[config.mk]
export PLATFORM = sky130hd
export DESIGN_NAME = png_stored_deflate_encoder
export DESIGN_NICKNAME = d
export VERILOG_FILES = /design/src/sv/psde_pkg.sv /design/src/sv/psde_queue.sv /design/src/sv/psde_front.sv /design/src/sv/psde_back.sv /design/src/sv/png_stored_deflate_encoder.sv
export SDC_FILE = /design/constraint.sdc
export NUM_CORES = 2
export LEC_CHECK = 0
export ABC_AREA = 1
export BUFFER_PORTS_ARGS = -buffer_cell sky130_fd_sc_hd__buf_2
export CORE_MARGIN = 1.5
export CORE_UTILIZATION = 35
export CTS_CLUSTER_DIAMETER = 30
export DETAILED_ROUTE_END_ITERATION = 7
export GPL_ROUTABILITY_DRIVEN = 0
export PLACE_DENSITY_LB_ADDON = 0.08
export SETUP_SLACK_MARGIN = 0.4
export SLEW_MARGIN = 5
export SYNTH_ARGS = -nofsm -noshare
export SYNTH_HDL_FRONTEND = slang
export SYNTH_HIERARCHICAL = 1
export SYNTH_SLANG_ARGS = --single-unit
[constraint.sdc]
create_clock -name clk -period 8.6 [get_ports clk]
set_clock_uncertainty 0.1 [all_clocks]
set_input_delay 1.72 -clock clk [delete_from_list [all_inputs] [get_ports clk]]
set_output_delay 1.72 -clock clk [all_outputs]
set_load 0.02 [all_outputs]
[src/sv/psde_pkg.sv]
// Shared types, constants and helper functions of the PNG stored-deflate encoder.
package psde_pkg;

  localparam int DIM_W     = 14;
  localparam int CFG_IDX_W = 2;

  localparam logic [CFG_IDX_W-1:0] CFG_WIDTH  = 2'd0;
  localparam logic [CFG_IDX_W-1:0] CFG_HEIGHT = 2'd1;

  localparam logic [DIM_W-1:0] DIM_MIN = 14'd1;
  localparam logic [DIM_W-1:0] DIM_MAX = 14'd8192;

  localparam logic [31:0] CRC_POLY  = 32'hEDB88320;
  localparam logic [16:0] ADLER_MOD = 17'd65521;

  // One accepted pixel byte, tagged by the front with its place in the image.
  typedef struct packed {
    logic [7:0]       pix;
    logic             first;
    logic             row_start;
    logic             last;
    logic [DIM_W-1:0] w;
    logic [DIM_W-1:0] h;
  } item_t;

  // One byte of the PNG stream with its markers.
  typedef struct packed {
    logic [7:0] data;
    logic       run_last;
    logic       stream_end;
  } out_t;

  typedef enum logic [2:0] {
    PH_NEW,
    PH_HDR,
    PH_FILT,
    PH_PIX,
    PH_TRL
  } ph_t;

  typedef enum logic [2:0] {
    C_IDLE,
    C_MUL,
    C_LOAD,
    C_DIV,
    C_SUM,
    C_DONE
  } cst_t;

  function automatic logic [31:0] crc_byte(input logic [31:0] crc_in, input logic [7:0] b);
    logic [31:0] c;
    c = crc_in ^ {24'd0, b};
    for (int k = 0; k < 8; k++) begin
      c = (c >> 1) ^ (c[0] ? CRC_POLY : 32'd0);
    end
    return c;
  endfunction

  function automatic logic [DIM_W-1:0] clamp_dim(input logic [DIM_W-1:0] v);
    logic [DIM_W-1:0] r;
    r = v;
    if (v < DIM_MIN) begin
      r = DIM_MIN;
    end else if (v > DIM_MAX) begin
      r = DIM_MAX;
    end
    return r;
  endfunction

endpackage

[src/sv/psde_queue.sv]
// Small first-in first-out queue of packed items with a combinational head.
module psde_queue #(
  parameter int W     = 8,
  parameter int DEPTH = 4
) (
  input  logic         clk,
  input  logic         rst_n,
  input  logic         wr_en,
  input  logic [W-1:0] wr_data,
  input  logic         rd_en,
  output logic [W-1:0] head,
  output logic         q_full,
  output logic         q_empty
);
  localparam int AW = (DEPTH > 1) ? $clog2(DEPTH) : 1;

  logic [W-1:0]  mem [DEPTH];
  logic [AW-1:0] wp_r, wp_nxt, rp_r, rp_nxt;
  logic [AW:0]   cnt_r, cnt_nxt;
  logic          do_wr, do_rd;

  assign q_full  = (cnt_r == (AW+1)'(DEPTH));
  assign q_empty = (cnt_r == '0);
  assign do_wr   = wr_en && !q_full;
  assign do_rd   = rd_en && !q_empty;
  assign head    = mem[rp_r];

  always_comb begin
    wp_nxt  = wp_r;
    rp_nxt  = rp_r;
    cnt_nxt = cnt_r;
    if (do_wr) begin
      wp_nxt = (wp_r == AW'(DEPTH - 1)) ? '0 : wp_r + AW'(1);
    end
    if (do_rd) begin
      rp_nxt = (rp_r == AW'(DEPTH - 1)) ? '0 : rp_r + AW'(1);
    end
    if (do_wr && !do_rd) begin
      cnt_nxt = cnt_r + (AW+1)'(1);
    end else if (do_rd && !do_wr) begin
      cnt_nxt = cnt_r - (AW+1)'(1);
    end
  end

  always_ff @(posedge clk) begin
    if (!rst_n) begin
      wp_r  <= '0;
      rp_r  <= '0;
      cnt_r <= '0;
    end else begin
      wp_r  <= wp_nxt;
      rp_r  <= rp_nxt;
      cnt_r <= cnt_nxt;
    end
  end

  always_ff @(posedge clk) begin
    if (do_wr) begin
      mem[wp_r] <= wr_data;
    end
  end

endmodule

[src/sv/psde_front.sv]
// Front part: configuration registers, image position tracking and item tagging.
module psde_front (
  input  logic                           clk,
  input  logic                           rst_n,
  input  logic                           cfg_we,
  input  logic [psde_pkg::CFG_IDX_W-1:0] cfg_index,
  input  logic [psde_pkg::DIM_W-1:0]     cfg_data,
  input  logic                           push,
  input  logic [7:0]                     in_pixel_byte,
  output logic                           full,
  output logic                           q_wr,
  output psde_pkg::item_t                q_data,
  input  logic                           q_full
);
  import psde_pkg::*;

  logic [DIM_W-1:0] cfg_w_r, cfg_h_r, lat_w_r, lat_h_r;
  logic             started_r;
  logic [14:0]      col_r;
  logic [13:0]      row_r;
  logic [DIM_W-1:0] w_use, h_use;
  logic [15:0]      w3, col_inc;
  logic [13:0]      row_inc;
  logic             row_end, img_end, acc;

  assign full = q_full;
  assign acc  = push && !q_full;

  always_comb begin
    w_use   = started_r ? lat_w_r : clamp_dim(cfg_w_r);
    h_use   = started_r ? lat_h_r : clamp_dim(cfg_h_r);
    w3      = {1'b0, w_use, 1'b0} + {2'b00, w_use};
    col_inc = {1'b0, col_r} + 16'd1;
    row_inc = row_r + 14'd1;
    row_end = (col_inc == w3);
    img_end = row_end && (row_inc == h_use);
  end

  always_comb begin
    q_wr             = acc;
    q_data.pix       = in_pixel_byte;
    q_data.first     = !started_r;
    q_data.row_start = (col_r == '0);
    q_data.last      = img_end;
    q_data.w         = w_use;
    q_data.h         = h_use;
  end

  always_ff @(posedge clk) begin
    if (!rst_n) begin
      cfg_w_r   <= DIM_MIN;
      cfg_h_r   <= DIM_MIN;
      started_r <= 1'b0;
      col_r     <= '0;
      row_r     <= '0;
      lat_w_r   <= DIM_MIN;
      lat_h_r   <= DIM_MIN;
    end else begin
      if (cfg_we) begin
        if (cfg_index == CFG_WIDTH) begin
          cfg_w_r <= cfg_data;
        end else if (cfg_index == CFG_HEIGHT) begin
          cfg_h_r <= cfg_data;
        end
      end
      if (acc) begin
        if (!started_r) begin
          started_r <= 1'b1;
          lat_w_r   <= w_use;
          lat_h_r   <= h_use;
        end
        if (row_end) begin
          col_r <= '0;
          if (img_end) begin
            row_r     <= '0;
            started_r <= 1'b0;
          end else begin
            row_r <= row_inc;
          end
        end else begin
          col_r <= col_inc[14:0];
        end
      end
    end
  end

endmodule

[src/sv/psde_back.sv]
// Back part: byte sequencer for headers, stored blocks, checksums and trailer.
module psde_back #(
  parameter int STORED_BLOCK_MAX = 65535
) (
  input  logic            clk,
  input  logic            rst_n,
  input  psde_pkg::item_t q_head,
  input  logic            q_empty,
  output logic            q_pop,
  output logic            oq_wr,
  output psde_pkg::out_t  oq_data,
  input  logic            oq_full
);
  import psde_pkg::*;

  localparam logic [15:0] BLK_MAX  = 16'(STORED_BLOCK_MAX);
  localparam logic [5:0]  HDR_CRC0 = 6'd12;
  localparam logic [5:0]  HDR_CRC1 = 6'd28;
  localparam logic [5:0]  HDR_LEN  = 6'd33;
  localparam logic [5:0]  HDR_TYP  = 6'd37;
  localparam logic [5:0]  HDR_LAST = 6'd42;
  localparam logic [5:0]  BLK_LAST = 6'd4;
  localparam logic [5:0]  TRL_TYP  = 6'd12;
  localparam logic [5:0]  TRL_LAST = 6'd19;
  // The block count is a 28-bit dividend times a rounded-up reciprocal of the block
  // size, shifted down; the extra shift by the divisor's bit count keeps it exact.
  localparam int          DIV_SH   = 28 + $clog2(STORED_BLOCK_MAX);
  localparam logic [29:0] RECIP    = 30'(((64'd1 << DIV_SH) + 64'(STORED_BLOCK_MAX)
                                          - 64'd1) / 64'(STORED_BLOCK_MAX));

  ph_t              phase_r, phase_nxt, eff;
  logic [5:0]       idx_r, idx_nxt;
  logic [31:0]      crc_r;
  logic [15:0]      adl_lo_r, adl_hi_r;
  logic [27:0]      raw_off_r;
  logic [15:0]      bleft_r;
  logic [DIM_W-1:0] lat_w_r, lat_h_r;
  cst_t             cst_r, cst_nxt;
  logic [27:0]      raw_total_r, quo_r;
  logic [31:0]      idat_r;
  logic             calc_done;

  logic        in_blk, fire, crc_en, crc_rst, raw_emit, hdr_start;
  logic [7:0]  byte_v;
  logic [27:0] remain;
  logic        blk_fin;
  logic [15:0] blk_n;
  logic [16:0] lo_sum, lo_mod, hi_sum, hi_mod;
  logic [15:0] w3p1;
  logic [29:0] prod;
  logic [57:0] rmul;

  assign calc_done = (cst_r == C_DONE);

  // Which part of the stream the head item is in.
  always_comb begin
    if (phase_r == PH_NEW) begin
      if (q_head.first) begin
        eff = PH_HDR;
      end else if (q_head.row_start) begin
        eff = PH_FILT;
      end else begin
        eff = PH_PIX;
      end
    end else begin
      eff = phase_r;
    end
    in_blk  = ((eff == PH_FILT) || (eff == PH_PIX)) && (bleft_r == '0);
    remain  = raw_total_r - raw_off_r;
    blk_fin = (remain <= {12'd0, BLK_MAX});
    blk_n   = blk_fin ? remain[15:0] : BLK_MAX;
    fire    = !q_empty && !oq_full
              && !((eff == PH_HDR) && (idx_r >= HDR_LEN) && !calc_done)
              && !(in_blk && !calc_done);
  end

  // Output byte selection.
  always_comb begin
    byte_v         = 8'h00;
    crc_en         = 1'b0;
    crc_rst        = 1'b0;
    raw_emit       = 1'b0;
    oq_data        = '0;
    q_pop          = 1'b0;
    hdr_start      = 1'b0;
    unique case (eff)
      PH_HDR: begin
        hdr_start = (idx_r == '0);
        crc_en    = ((idx_r >= HDR_CRC0) && (idx_r <= HDR_CRC1)) || (idx_r >= HDR_TYP);
        crc_rst   = (idx_r == HDR_CRC0) || (idx_r == HDR_TYP);
        unique case (idx_r)
          6'd0:    byte_v = 8'h89;
          6'd1:    byte_v = 8'h50;
          6'd2:    byte_v = 8'h4E;
          6'd3:    byte_v = 8'h47;
          6'd4:    byte_v = 8'h0D;
          6'd5:    byte_v = 8'h0A;
          6'd6:    byte_v = 8'h1A;
          6'd7:    byte_v = 8'h0A;
          6'd11:   byte_v = 8'h0D;
          6'd12:   byte_v = 8'h49;
          6'd13:   byte_v = 8'h48;
          6'd14:   byte_v = 8'h44;
          6'd15:   byte_v = 8'h52;
          6'd18:   byte_v = {2'b00, lat_w_r[13:8]};
          6'd19:   byte_v = lat_w_r[7:0];
          6'd22:   byte_v = {2'b00, lat_h_r[13:8]};
          6'd23:   byte_v = lat_h_r[7:0];
          6'd24:   byte_v = 8'h08;
          6'd25:   byte_v = 8'h02;
          6'd29:   byte_v = ~crc_r[31:24];
          6'd30:   byte_v = ~crc_r[23:16];
          6'd31:   byte_v = ~crc_r[15:8];
          6'd32:   byte_v = ~crc_r[7:0];
          6'd33:   byte_v = idat_r[31:24];
          6'd34:   byte_v = idat_r[23:16];
          6'd35:   byte_v = idat_r[15:8];
          6'd36:   byte_v = idat_r[7:0];
          6'd37:   byte_v = 8'h49;
          6'd38:   byte_v = 8'h44;
          6'd39:   byte_v = 8'h41;
          6'd40:   byte_v = 8'h54;
          6'd41:   byte_v = 8'h78;
          6'd42:   byte_v = 8'h01;
          default: byte_v = 8'h00;
        endcase
      end
      PH_FILT, PH_PIX: begin
        crc_en = 1'b1;
        if (in_blk) begin
          unique case (idx_r)
            6'd0:    byte_v = {7'd0, blk_fin};
            6'd1:    byte_v = blk_n[7:0];
            6'd2:    byte_v = blk_n[15:8];
            6'd3:    byte_v = ~blk_n[7:0];
            6'd4:    byte_v = ~blk_n[15:8];
            default: byte_v = 8'h00;
          endcase
        end else begin
          raw_emit        = 1'b1;
          byte_v          = (eff == PH_PIX) ? q_head.pix : 8'h00;
          oq_data.run_last = (eff == PH_PIX) && !q_head.last;
          q_pop           = fire && (eff == PH_PIX) && !q_head.last;
        end
      end
      PH_TRL: begin
        crc_en  = (idx_r <= 6'd3) || ((idx_r >= TRL_TYP) && (idx_r <= 6'd15));
        crc_rst = (idx_r == TRL_TYP);
        unique case (idx_r)
          6'd0:    byte_v = adl_hi_r[15:8];
          6'd1:    byte_v = adl_hi_r[7:0];
          6'd2:    byte_v = adl_lo_r[15:8];
          6'd3:    byte_v = adl_lo_r[7:0];
          6'd4:    byte_v = ~crc_r[31:24];
          6'd5:    byte_v = ~crc_r[23:16];
          6'd6:    byte_v = ~crc_r[15:8];
          6'd7:    byte_v = ~crc_r[7:0];
          6'd12:   byte_v = 8'h49;
          6'd13:   byte_v = 8'h45;
          6'd14:   byte_v = 8'h4E;
          6'd15:   byte_v = 8'h44;
          6'd16:   byte_v = ~crc_r[31:24];
          6'd17:   byte_v = ~crc_r[23:16];
          6'd18:   byte_v = ~crc_r[15:8];
          6'd19:   byte_v = ~crc_r[7:0];
          default: byte_v = 8'h00;
        endcase
        oq_data.run_last   = (idx_r == TRL_LAST);
        oq_data.stream_end = (idx_r == TRL_LAST);
        q_pop              = fire && (idx_r == TRL_LAST);
      end
      default: begin
        byte_v = 8'h00;
      end
    endcase
    oq_data.data = byte_v;
    oq_wr        = fire;
  end

  // Sequencer next state.
  always_comb begin
    phase_nxt = phase_r;
    idx_nxt   = idx_r;
    if (fire) begin
      unique case (eff)
        PH_HDR: begin
          if (idx_r == HDR_LAST) begin
            phase_nxt = PH_FILT;
            idx_nxt   = '0;
          end else begin
            phase_nxt = PH_HDR;
            idx_nxt   = idx_r + 6'd1;
          end
        end
        PH_FILT, PH_PIX: begin
          phase_nxt = eff;
          if (in_blk) begin
            idx_nxt = (idx_r == BLK_LAST) ? '0 : idx_r + 6'd1;
          end else if (eff == PH_FILT) begin
            phase_nxt = PH_PIX;
          end else begin
            phase_nxt = q_head.last ? PH_TRL : PH_NEW;
            idx_nxt   = '0;
          end
        end
        PH_TRL: begin
          if (idx_r == TRL_LAST) begin
            phase_nxt = PH_NEW;
            idx_nxt   = '0;
          end else begin
            idx_nxt = idx_r + 6'd1;
          end
        end
        default: begin
          phase_nxt = PH_NEW;
        end
      endcase
    end
  end

  always_comb begin
    lo_sum = {1'b0, adl_lo_r} + {9'd0, byte_v};
    lo_mod = (lo_sum >= ADLER_MOD) ? lo_sum - ADLER_MOD : lo_sum;
    hi_sum = {1'b0, adl_hi_r} + lo_mod;
    hi_mod = (hi_sum >= ADLER_MOD) ? hi_sum - ADLER_MOD : hi_sum;
  end

  always_ff @(posedge clk) begin
    if (!rst_n) begin
      phase_r   <= PH_NEW;
      idx_r     <= '0;
      crc_r     <= '1;
      adl_lo_r  <= 16'd1;
      adl_hi_r  <= '0;
      raw_off_r <= '0;
      bleft_r   <= '0;
    end else begin
      phase_r <= phase_nxt;
      idx_r   <= idx_nxt;
      if (fire) begin
        if (crc_en) begin
          crc_r <= crc_byte(crc_rst ? 32'hFFFFFFFF : crc_r, byte_v);
        end
        if (hdr_start) begin
          adl_lo_r  <= 16'd1;
          adl_hi_r  <= '0;
          raw_off_r <= '0;
          bleft_r   <= '0;
        end else if (in_blk && (idx_r == BLK_LAST)) begin
          bleft_r <= blk_n;
        end else if (raw_emit) begin
          bleft_r   <= bleft_r - 16'd1;
          raw_off_r <= raw_off_r + 28'd1;
          adl_lo_r  <= lo_mod[15:0];
          adl_hi_r  <= hi_mod[15:0];
        end
      end
    end
  end

  // Length unit: raw size, block count by reciprocal multiplication, IDAT length.
  always_comb begin
    cst_nxt = cst_r;
    if (fire && hdr_start) begin
      cst_nxt = C_MUL;
    end else begin
      unique case (cst_r)
        C_IDLE:  cst_nxt = C_IDLE;
        C_MUL:   cst_nxt = C_LOAD;
        C_LOAD:  cst_nxt = C_DIV;
        C_DIV:   cst_nxt = C_SUM;
        C_SUM:   cst_nxt = C_DONE;
        C_DONE:  cst_nxt = C_DONE;
        default: cst_nxt = C_IDLE;
      endcase
    end
  end

  always_comb begin
    w3p1 = {1'b0, lat_w_r, 1'b0} + {2'b00, lat_w_r} + 16'd1;
    prod = lat_h_r * w3p1;
    rmul = 58'(quo_r) * 58'(RECIP);
  end

  always_ff @(posedge clk) begin
    if (!rst_n) begin
      cst_r <= C_IDLE;
    end else begin
      cst_r <= cst_nxt;
    end
  end

  always_ff @(posedge clk) begin
    if (fire && hdr_start) begin
      lat_w_r <= q_head.w;
      lat_h_r <= q_head.h;
    end
    unique case (cst_r)
      C_MUL: begin
        raw_total_r <= prod[27:0];
      end
      C_LOAD: begin
        quo_r <= raw_total_r + 28'(BLK_MAX) - 28'd1;
      end
      C_DIV: begin
        quo_r <= 28'(rmul >> DIV_SH);
      end
      C_SUM: begin
        idat_r <= {4'd0, raw_total_r} + {2'd0, quo_r, 2'b00} + {4'd0, quo_r} + 32'd6;
      end
      default: begin
      end
    endcase
  end

  a_len_ready: assert property (@(posedge clk) disable iff (!rst_n)
    (fire && (eff == PH_HDR) && (idx_r >= HDR_LEN)) |-> calc_done)
    else $error("IDAT length sent before it was computed");

  a_raw_budget: assert property (@(posedge clk) disable iff (!rst_n)
    (fire && raw_emit) |-> (bleft_r != '0))
    else $error("raw byte sent outside a stored block");

  a_pop_valid: assert property (@(posedge clk) disable iff (!rst_n)
    q_pop |-> (!q_empty && oq_wr))
    else $error("item retired without a byte emitted");

  a_trl_end: assert property (@(posedge clk) disable iff (!rst_n)
    (fire && (eff == PH_TRL) && (idx_r == TRL_LAST)) |=> (phase_r == PH_NEW))
    else $error("sequencer did not return to idle after the trailer");

endmodule

[src/sv/png_stored_deflate_encoder.sv]
// Top level of the streaming PNG encoder for 8-bit RGB images with stored deflate blocks.
//
// Feed the colour bytes of an image (R, G, B per pixel, rows top to bottom) through the
// push/full queue port; the complete PNG file comes out one byte per cycle on the
// empty/pop side while the input queue holds an item and the output queue has room.
// The first byte of an image brings out the signature, the IHDR chunk, the IDAT length
// and type and the zlib header (43 bytes); each row adds a zero filter byte and each
// stored block a five-byte header; the last pixel byte brings out the Adler-32, the
// IDAT CRC and the IEND chunk (20 bytes), and out_stream_end marks the final byte.
// Width and height are sampled and clamped to 1..8192 when an image starts, so a
// configuration write takes effect with the next image. Throughput is set by the
// output byte sequencer, which emits these bytes in turn: pixel bytes, filter bytes,
// block headers and the start and end sequences. The IDAT length comes from a multiply
// and a multiplication by the reciprocal of the block size, worked out in the multiply,
// load, divide and sum states after the first header byte; the length bytes wait for it.
// A four-entry input queue separates the tagging front from the sequencer, and a
// two-entry output queue lets the sequencer keep running while a byte waits to be taken.
module png_stored_deflate_encoder #(
  parameter int STORED_BLOCK_MAX = 65535
) (
  input  logic                           clk,
  input  logic                           rst_n,
  input  logic                           cfg_we,
  input  logic [psde_pkg::CFG_IDX_W-1:0] cfg_index,
  input  logic [psde_pkg::DIM_W-1:0]     cfg_data,
  input  logic                           push,
  input  logic [7:0]                     in_pixel_byte,
  output logic                           full,
  input  logic                           pop,
  output logic                           empty,
  output logic [7:0]                     out_byte,
  output logic                           out_run_last,
  output logic                           out_stream_end
);
  import psde_pkg::*;

  logic  iq_wr, iq_rd, iq_full, iq_empty;
  item_t iq_wdata, iq_head;
  logic  oq_wr, oq_full;
  out_t  oq_wdata, oq_head;

  psde_front u_front (
    .clk           (clk),
    .rst_n         (rst_n),
    .cfg_we        (cfg_we),
    .cfg_index     (cfg_index),
    .cfg_data      (cfg_data),
    .push          (push),
    .in_pixel_byte (in_pixel_byte),
    .full          (full),
    .q_wr          (iq_wr),
    .q_data        (iq_wdata),
    .q_full        (iq_full)
  );

  // Tagged items waiting for the sequencer.
  psde_queue #(
    .W     ($bits(item_t)),
    .DEPTH (4)
  ) u_in_queue (
    .clk     (clk),
    .rst_n   (rst_n),
    .wr_en   (iq_wr),
    .wr_data (iq_wdata),
    .rd_en   (iq_rd),
    .head    (iq_head),
    .q_full  (iq_full),
    .q_empty (iq_empty)
  );

  psde_back #(
    .STORED_BLOCK_MAX (STORED_BLOCK_MAX)
  ) u_back (
    .clk     (clk),
    .rst_n   (rst_n),
    .q_head  (iq_head),
    .q_empty (iq_empty),
    .q_pop   (iq_rd),
    .oq_wr   (oq_wr),
    .oq_data (oq_wdata),
    .oq_full (oq_full)
  );

  // Output skid queue; its head is the oldest byte not yet taken.
  psde_queue #(
    .W     ($bits(out_t)),
    .DEPTH (2)
  ) u_out_queue (
    .clk     (clk),
    .rst_n   (rst_n),
    .wr_en   (oq_wr),
    .wr_data (oq_wdata),
    .rd_en   (pop),
    .head    (oq_head),
    .q_full  (oq_full),
    .q_empty (empty)
  );

  assign out_byte       = oq_head.data;
  assign out_run_last   = oq_head.run_last;
  assign out_stream_end = oq_head.stream_end;

endmodule
* Word level (Yosys, flattened, before mapping)
Memory sizes are Yosys's and may differ from the RTL's. A register that Yosys moved wholly into a read port is not among the register bits.
Cells that the tools add are included.
** Storage, ports and cells
- Output and inout port bits :: 12
- Input port bits :: 29
- Memories kept :: 2
- Register bits after elaboration :: 333
- Memory bits (writable) :: 176
** Memories
- u_in_queue.mem :: words 4, width 39, rd ports 1, clocked after Yosys merged registers in 1, wr ports 1, RTL line psde_queue.sv:17 : logic [W-1:0] mem [DEPTH];
- u_out_queue.mem :: words 2, width 10, rd ports 1, clocked after Yosys merged registers in 1, wr ports 1, RTL line psde_queue.sv:17
** Cells by class
- Equal/unequal tests :: 53
- Bitwise logic cells :: 18
- Multiply operators :: 2
- Add/sub/neg operators :: 26
- $lt $le $gt $ge :: 13
- Muxes and demuxes :: 84
- Reduce and logical (&&, ||, !) cells :: 75
** Operators by type and width (count)
- 32-bit two-way mux :: 9
- 31-bit by 32-bit XOR with 32-bit output :: 8
- 8-bit case mux with 29 select lines :: 1
- 16-bit two-way mux :: 11
- 14-bit two-way mux :: 7
- 8-bit case mux with 12 select lines :: 1
- 28-bit two-way mux :: 3
- 6-bit by 5-bit == test with 1-bit output, second input constant :: 11
- 6-bit == test, second input constant :: 11
- 28-bit by 29-bit multiplier with 57-bit output, second input constant :: 1
- 28-bit case mux with 2 select lines :: 1
- 8-bit NOT :: 6
- 8-bit case mux with 5 select lines :: 1
- 17-bit by 16-bit greater-or-equal comparator with 1-bit output, second input constant :: 2
- 15-bit by 14-bit adder with 16-bit output :: 2
- 32-bit by 28-bit adder with 32-bit output :: 1
- 32-bit by 3-bit adder with 32-bit output, second input constant :: 1
- 32-bit by 8-bit XOR with 32-bit output :: 1
- 28-bit by 30-bit adder with 31-bit output :: 1
- 6-bit by 4-bit == test with 1-bit output, second input constant :: 5
- 6-bit two-way mux :: 5
- 28-bit by 1-bit adder with 28-bit output, second input constant :: 1
- 28-bit by 16-bit adder with 28-bit output, second input constant :: 1
- 14-bit > comparator, second input constant :: 2
- other kinds (62) :: 178

* Longest topological paths before layout
- Depth in word-level cells :: 25
- Depth in mapped cells :: 64
- Depth with buffers taken out :: 63

* Cells and area by module
The synthesis kept the hierarchy.
** Modules (own cells, without submodules)
- psde_back :: times used 1, sequential area each 5855.6 µm², cells each 3903, area each 28511.1 µm²
- psde_queue (u_in_queue) :: times used 1, sequential area each 4864.7 µm², cells each 450, area each 6287.3 µm²
- psde_front :: times used 1, sequential area each 1721.7 µm², cells each 1066, area each 6178.4 µm²
- psde_queue (u_out_queue) :: times used 1, sequential area each 700.7 µm², cells each 69, area each 973.4 µm²

* Worst setup path after synthesis
No wires, ideal clock.
- Path type :: register to register
- Start :: reg u_back.raw_total_r[0]
- End :: reg u_back.adl_hi_r[7]
- Required time :: 8.368 ns
- Arrival :: 7.331 ns
- Path buffers :: 2
- Cell stages (with the launch flop) :: 56
- Setup slack :: 1.037 ns
- Path through :: edfxtp_1 -> inv_1 -> ha_1 -> fa_1 -> nor2_1 -> o21ai_1 -> nand2_2 -> nand3_1 -> nand3_1 -> nand2_1 -> nor2_1 -> nand2_2 -> nor2_8 -> buf_4 -> nand3_1 -> nand2_1 -> nand4_1 -> nand2_1 -> (+20 left out) -> a21oi_1 -> o21ai_1 -> nand2_1 -> nand2_1 -> nand2_1 -> nand2_1 -> nand2_1 -> xor2_1 -> inv_1 -> nor2_1 -> nand3b_1 -> o21ai_1 -> nand2_1 -> nand2_2 -> buf_2 -> nand3_1 -> nand3_1 -> a21oi_1
** RTL lines
- from (decl) :: RTL line psde_back.sv:39 : logic [27:0] raw_total_r, quo_r;
- from (signal assigned) :: RTL line psde_back.sv:300 : raw_total_r <= prod[27:0];
- to (signal assigned) :: RTL line psde_back.sv:255 : adl_hi_r <= hi_mod[15:0];
- to (decl) :: RTL line psde_back.sv:34 : logic [15:0] adl_lo_r, adl_hi_r;

==> flow_metrics.tcl <==
set metrics [dict create \
    outcome "complete, no violations" \
    clk_latency_ns 0.79 \
    grt_max_degree 51 \
    grt_pass1_vias 37260 \
    dp_hpwl_mm 108.1 \
    portBuffers 40 \
    timing.rr.start "u_back/raw_total_r[0]" \
    root_buffer "clkbuf_16" \
    synthTopCellsByArea "edfxtp_1, nand2_1, dfxtp_1, ha_1, fa_1" \
    synth_seq_cells 511 \
    maxSlewViolCount 0 \
    critPathBufInv 6 \
    critPathRequiredTime_ns 9.18 \
    hp-class "flip-flop to flip-flop" \
    die_w_um 349.2 \
    ctsHoldBuffers 0 \
    rows 126 \
    whs_ns 0.3413 \
    synth_top_area_share_pct 20.83 \
    tightest_slew_ns 1.067 \
    fmax_mhz 123.2 \
    io_pins 41 \
    first_iter_violations 2567 \
    cts_buffers 144 \
    die_h_um 349.2 \
    rr_worst_depth 55 \
    slew_headroom_pct 28.13 \
    area_delta_synth_final_pct 23.98 \
    worst_setup_path_end_kind "flip-flop" \
    dr.pass1.iters 5 \
    start_kind "flip-flop" \
    synthArstFlopShare_pct 0 \
    start_util_pct 35.43 \
    wl_per_cell_um 19.00 \
    synth_cells 5488 \
    track_usage_pct 23.20 \
    cpMaxStageDelayCell "fa_2" \
    critPathMaxStageDelay_ns 0.41 \
    r2r_end "u_back/adl_hi_r[7]" \
    syn_area_um2 41950 \
    die_area_um2 121900 \
    finalSetupViolations 0 \
    synth-main-ff-cell "edfxtp_1" \
    cp-startpoint "u_back/raw_total_r[0]" \
    arrival_ns 8.70 \
    clkSinkCount 511 \
    antenna_left 0 \
    final_cell_mix "nand2_1, inv_1, nor2_1, a21oi_1, ha_1" \
    reg2reg_setup_slack_ns 0.49 \
    grt_overflow_total 0 \
    final_common_cell "nand2_1" \
    seq_area_frac_synth_pct 31.33 \
    viasPerCell 5.057 \
    cp-endpoint "u_back/adl_hi_r[7]" \
    fin_crit_ns 8.115 \
    core_um2 118400 \
    critical-path-top-delay-family "simple AND/OR/NAND/NOR gates" \
    clk_path_buf_depth 3 \
    via_count 37960 \
    rsz0062_at_grt "true" \
    layout.nets 6350 \
    crit_path_frequent_cell "nand2_1" \
    synth_cell_type_count 80 \
    avgSynthCellArea_um2 7.644 \
    grt_pass1_wl_mm 217.9 \
    period_share_pct 94.36 \
    antenna_found_initial 6 \
    cts_tree "yes" \
    critical_path_class "flip-flop to flip-flop" \
    yosys_warnings 6 \
    crit_fanout 6 \
    htreeDepth 4 \
    worstSetupPathDepth 55 \
    path_clk_slew_ns 0.04 \
    synth_area_leader_cell "edfxtp_1" \
    synth_edf_count 291 \
    hold_depth 1 \
    maxCapViolCount 0 \
    drive_gt1_share_pct 15.42 \
    syn_nets 6055 \
    drc_errors 0 \
    hold_viol 0 \
    wl_mm 142.7 \
]
metal layers:
metal  global-route usage, %  wire length, µm  vias up
li1                        -                -    18660
met1                   30.28            64550    18130
met2                   38.85            66750      912
met3                   3.561             6939      252
met4                   8.101             4374        6
met5                       0               39        -
sequential cells by signal (all words and copies together), names as in the netlist, 6 cells and up, named ones only:
name                count
u_out_queue/mem        20
u_front/cfg_h_r        14
u_front/row_r          14
u_back/quo_r           28
u_back/adl_lo_r        16
u_back/lat_h_r         14
u_back/raw_total_r     28
u_back/crc_r           32
u_in_queue/mem        156
u_back/idx_r            6
u_back/raw_off_r       28
u_front/cfg_w_r        14
u_back/lat_w_r         14
u_front/lat_h_r        14
u_front/lat_w_r        14
u_back/bleft_r         16
u_back/adl_hi_r        16
u_back/idat_r          31
u_front/col_r          15
what timing repair did:
action	4_1_cts	5_1_grt
setup buffers	10	50
gates cloned	3	2
gates resized for setup	47	218
pin swaps	10	88
endpoints found under the setup margin	17	21
worst min-delay path by stage:
stage                               from                    to  slack (ns)
finish              u_back/raw_off_r[13]  u_back/raw_off_r[13]        0.34
global route        u_back/raw_off_r[13]  u_back/raw_off_r[13]        0.37
CTS                  u_front/lat_w_r[13]   u_front/lat_w_r[13]        0.36
detailed placement   u_front/lat_w_r[13]   u_front/lat_w_r[13]        0.35
global placement     u_front/lat_w_r[13]   u_front/lat_w_r[13]        0.35
floorplan            u_front/lat_w_r[13]   u_front/lat_w_r[13]        0.33
layout make-up:
| cell class | instances | area, µm² |
|---|---|---|
| timing repair buffer | 286 | 2128 |
| multi-input combinational | 4084 | 26540 |
| antenna | 1 | 2.502 |
| fill | 11950 | 66390 |
| inverter | 756 | 2851 |
| clock buffer | 182 | 3928 |
| tap | 1600 | 2002 |
| clock inverter | 87 | 1410 |
| sequential | 511 | 13150 |
kinds of logic after synthesis:
group	Yosys count	synth area share, %
AOI/OAI and AO/OA	837	11.23
xor gates and xnor gates	147	3.138
adders and majority gates	538	19.61
buffers and inverters	896	8.560
DFF	511	31.33
muxes	10	0.2684
and+or+nand+nor	2549	25.87
cells in the mapped netlist, drive strengths merged (3+ instances only):
cell / instances
nand2: 1397
inv: 744
nor2: 652
ha: 339
a21oi: 333
o21ai: 302
edfxtp: 291
nand3: 264
dfxtp: 220
fa: 199
xor2: 101
clkbuf: 80
nand4: 78
nor3: 71
buf: 57
o22ai: 57
xnor2: 45
or2: 30
o211ai: 29
nand3b: 22
nor4: 21
a221oi: 15
a31oi: 13
clkinv: 12
o21bai: 12
a211oi: 11
o21a: 11
mux2: 10
o2111ai: 9
a21boi: 8
o31ai: 8
a2111oi: 6
and2: 6
nor3b: 5
o221ai: 5
o41ai: 4
a22o: 3
per-stage QoR:
step | instances | utilization (%) | area [µm²] | setup TNS [ns] | setup slack (ns)
floorplan | 5488 | - | 41950 | 0 | 1.037
global placement | 7172 | 37.89 | 44860 | 0 | 0.1402
detailed placement | 7172 | 37.89 | 44860 | 0 | 0.1246
CTS | 7454 | 42.70 | 50550 | 0 | 0.3961
global route | 7506 | 43.93 | 52010 | -1.512 | -0.1234
finish | 7507 | 43.93 | 52010 | 0 | 0.4851
worst register-to-register path: cells and delay by family (launching register included):
family | cells | cell delay [ns]
and+or+nand+nor | 35 | 4.18
adders and majority gates | 4 | 1.18
AOI/OAI and AO/OA | 8 | 1.18
buffers and inverters | 6 | 0.71
DFF | 1 | 0.36
xor gates and xnor gates | 2 | 0.34
Power is not shown: default switching activity piles up to over one toggle a cycle in this logic, so the estimate is an artifact.
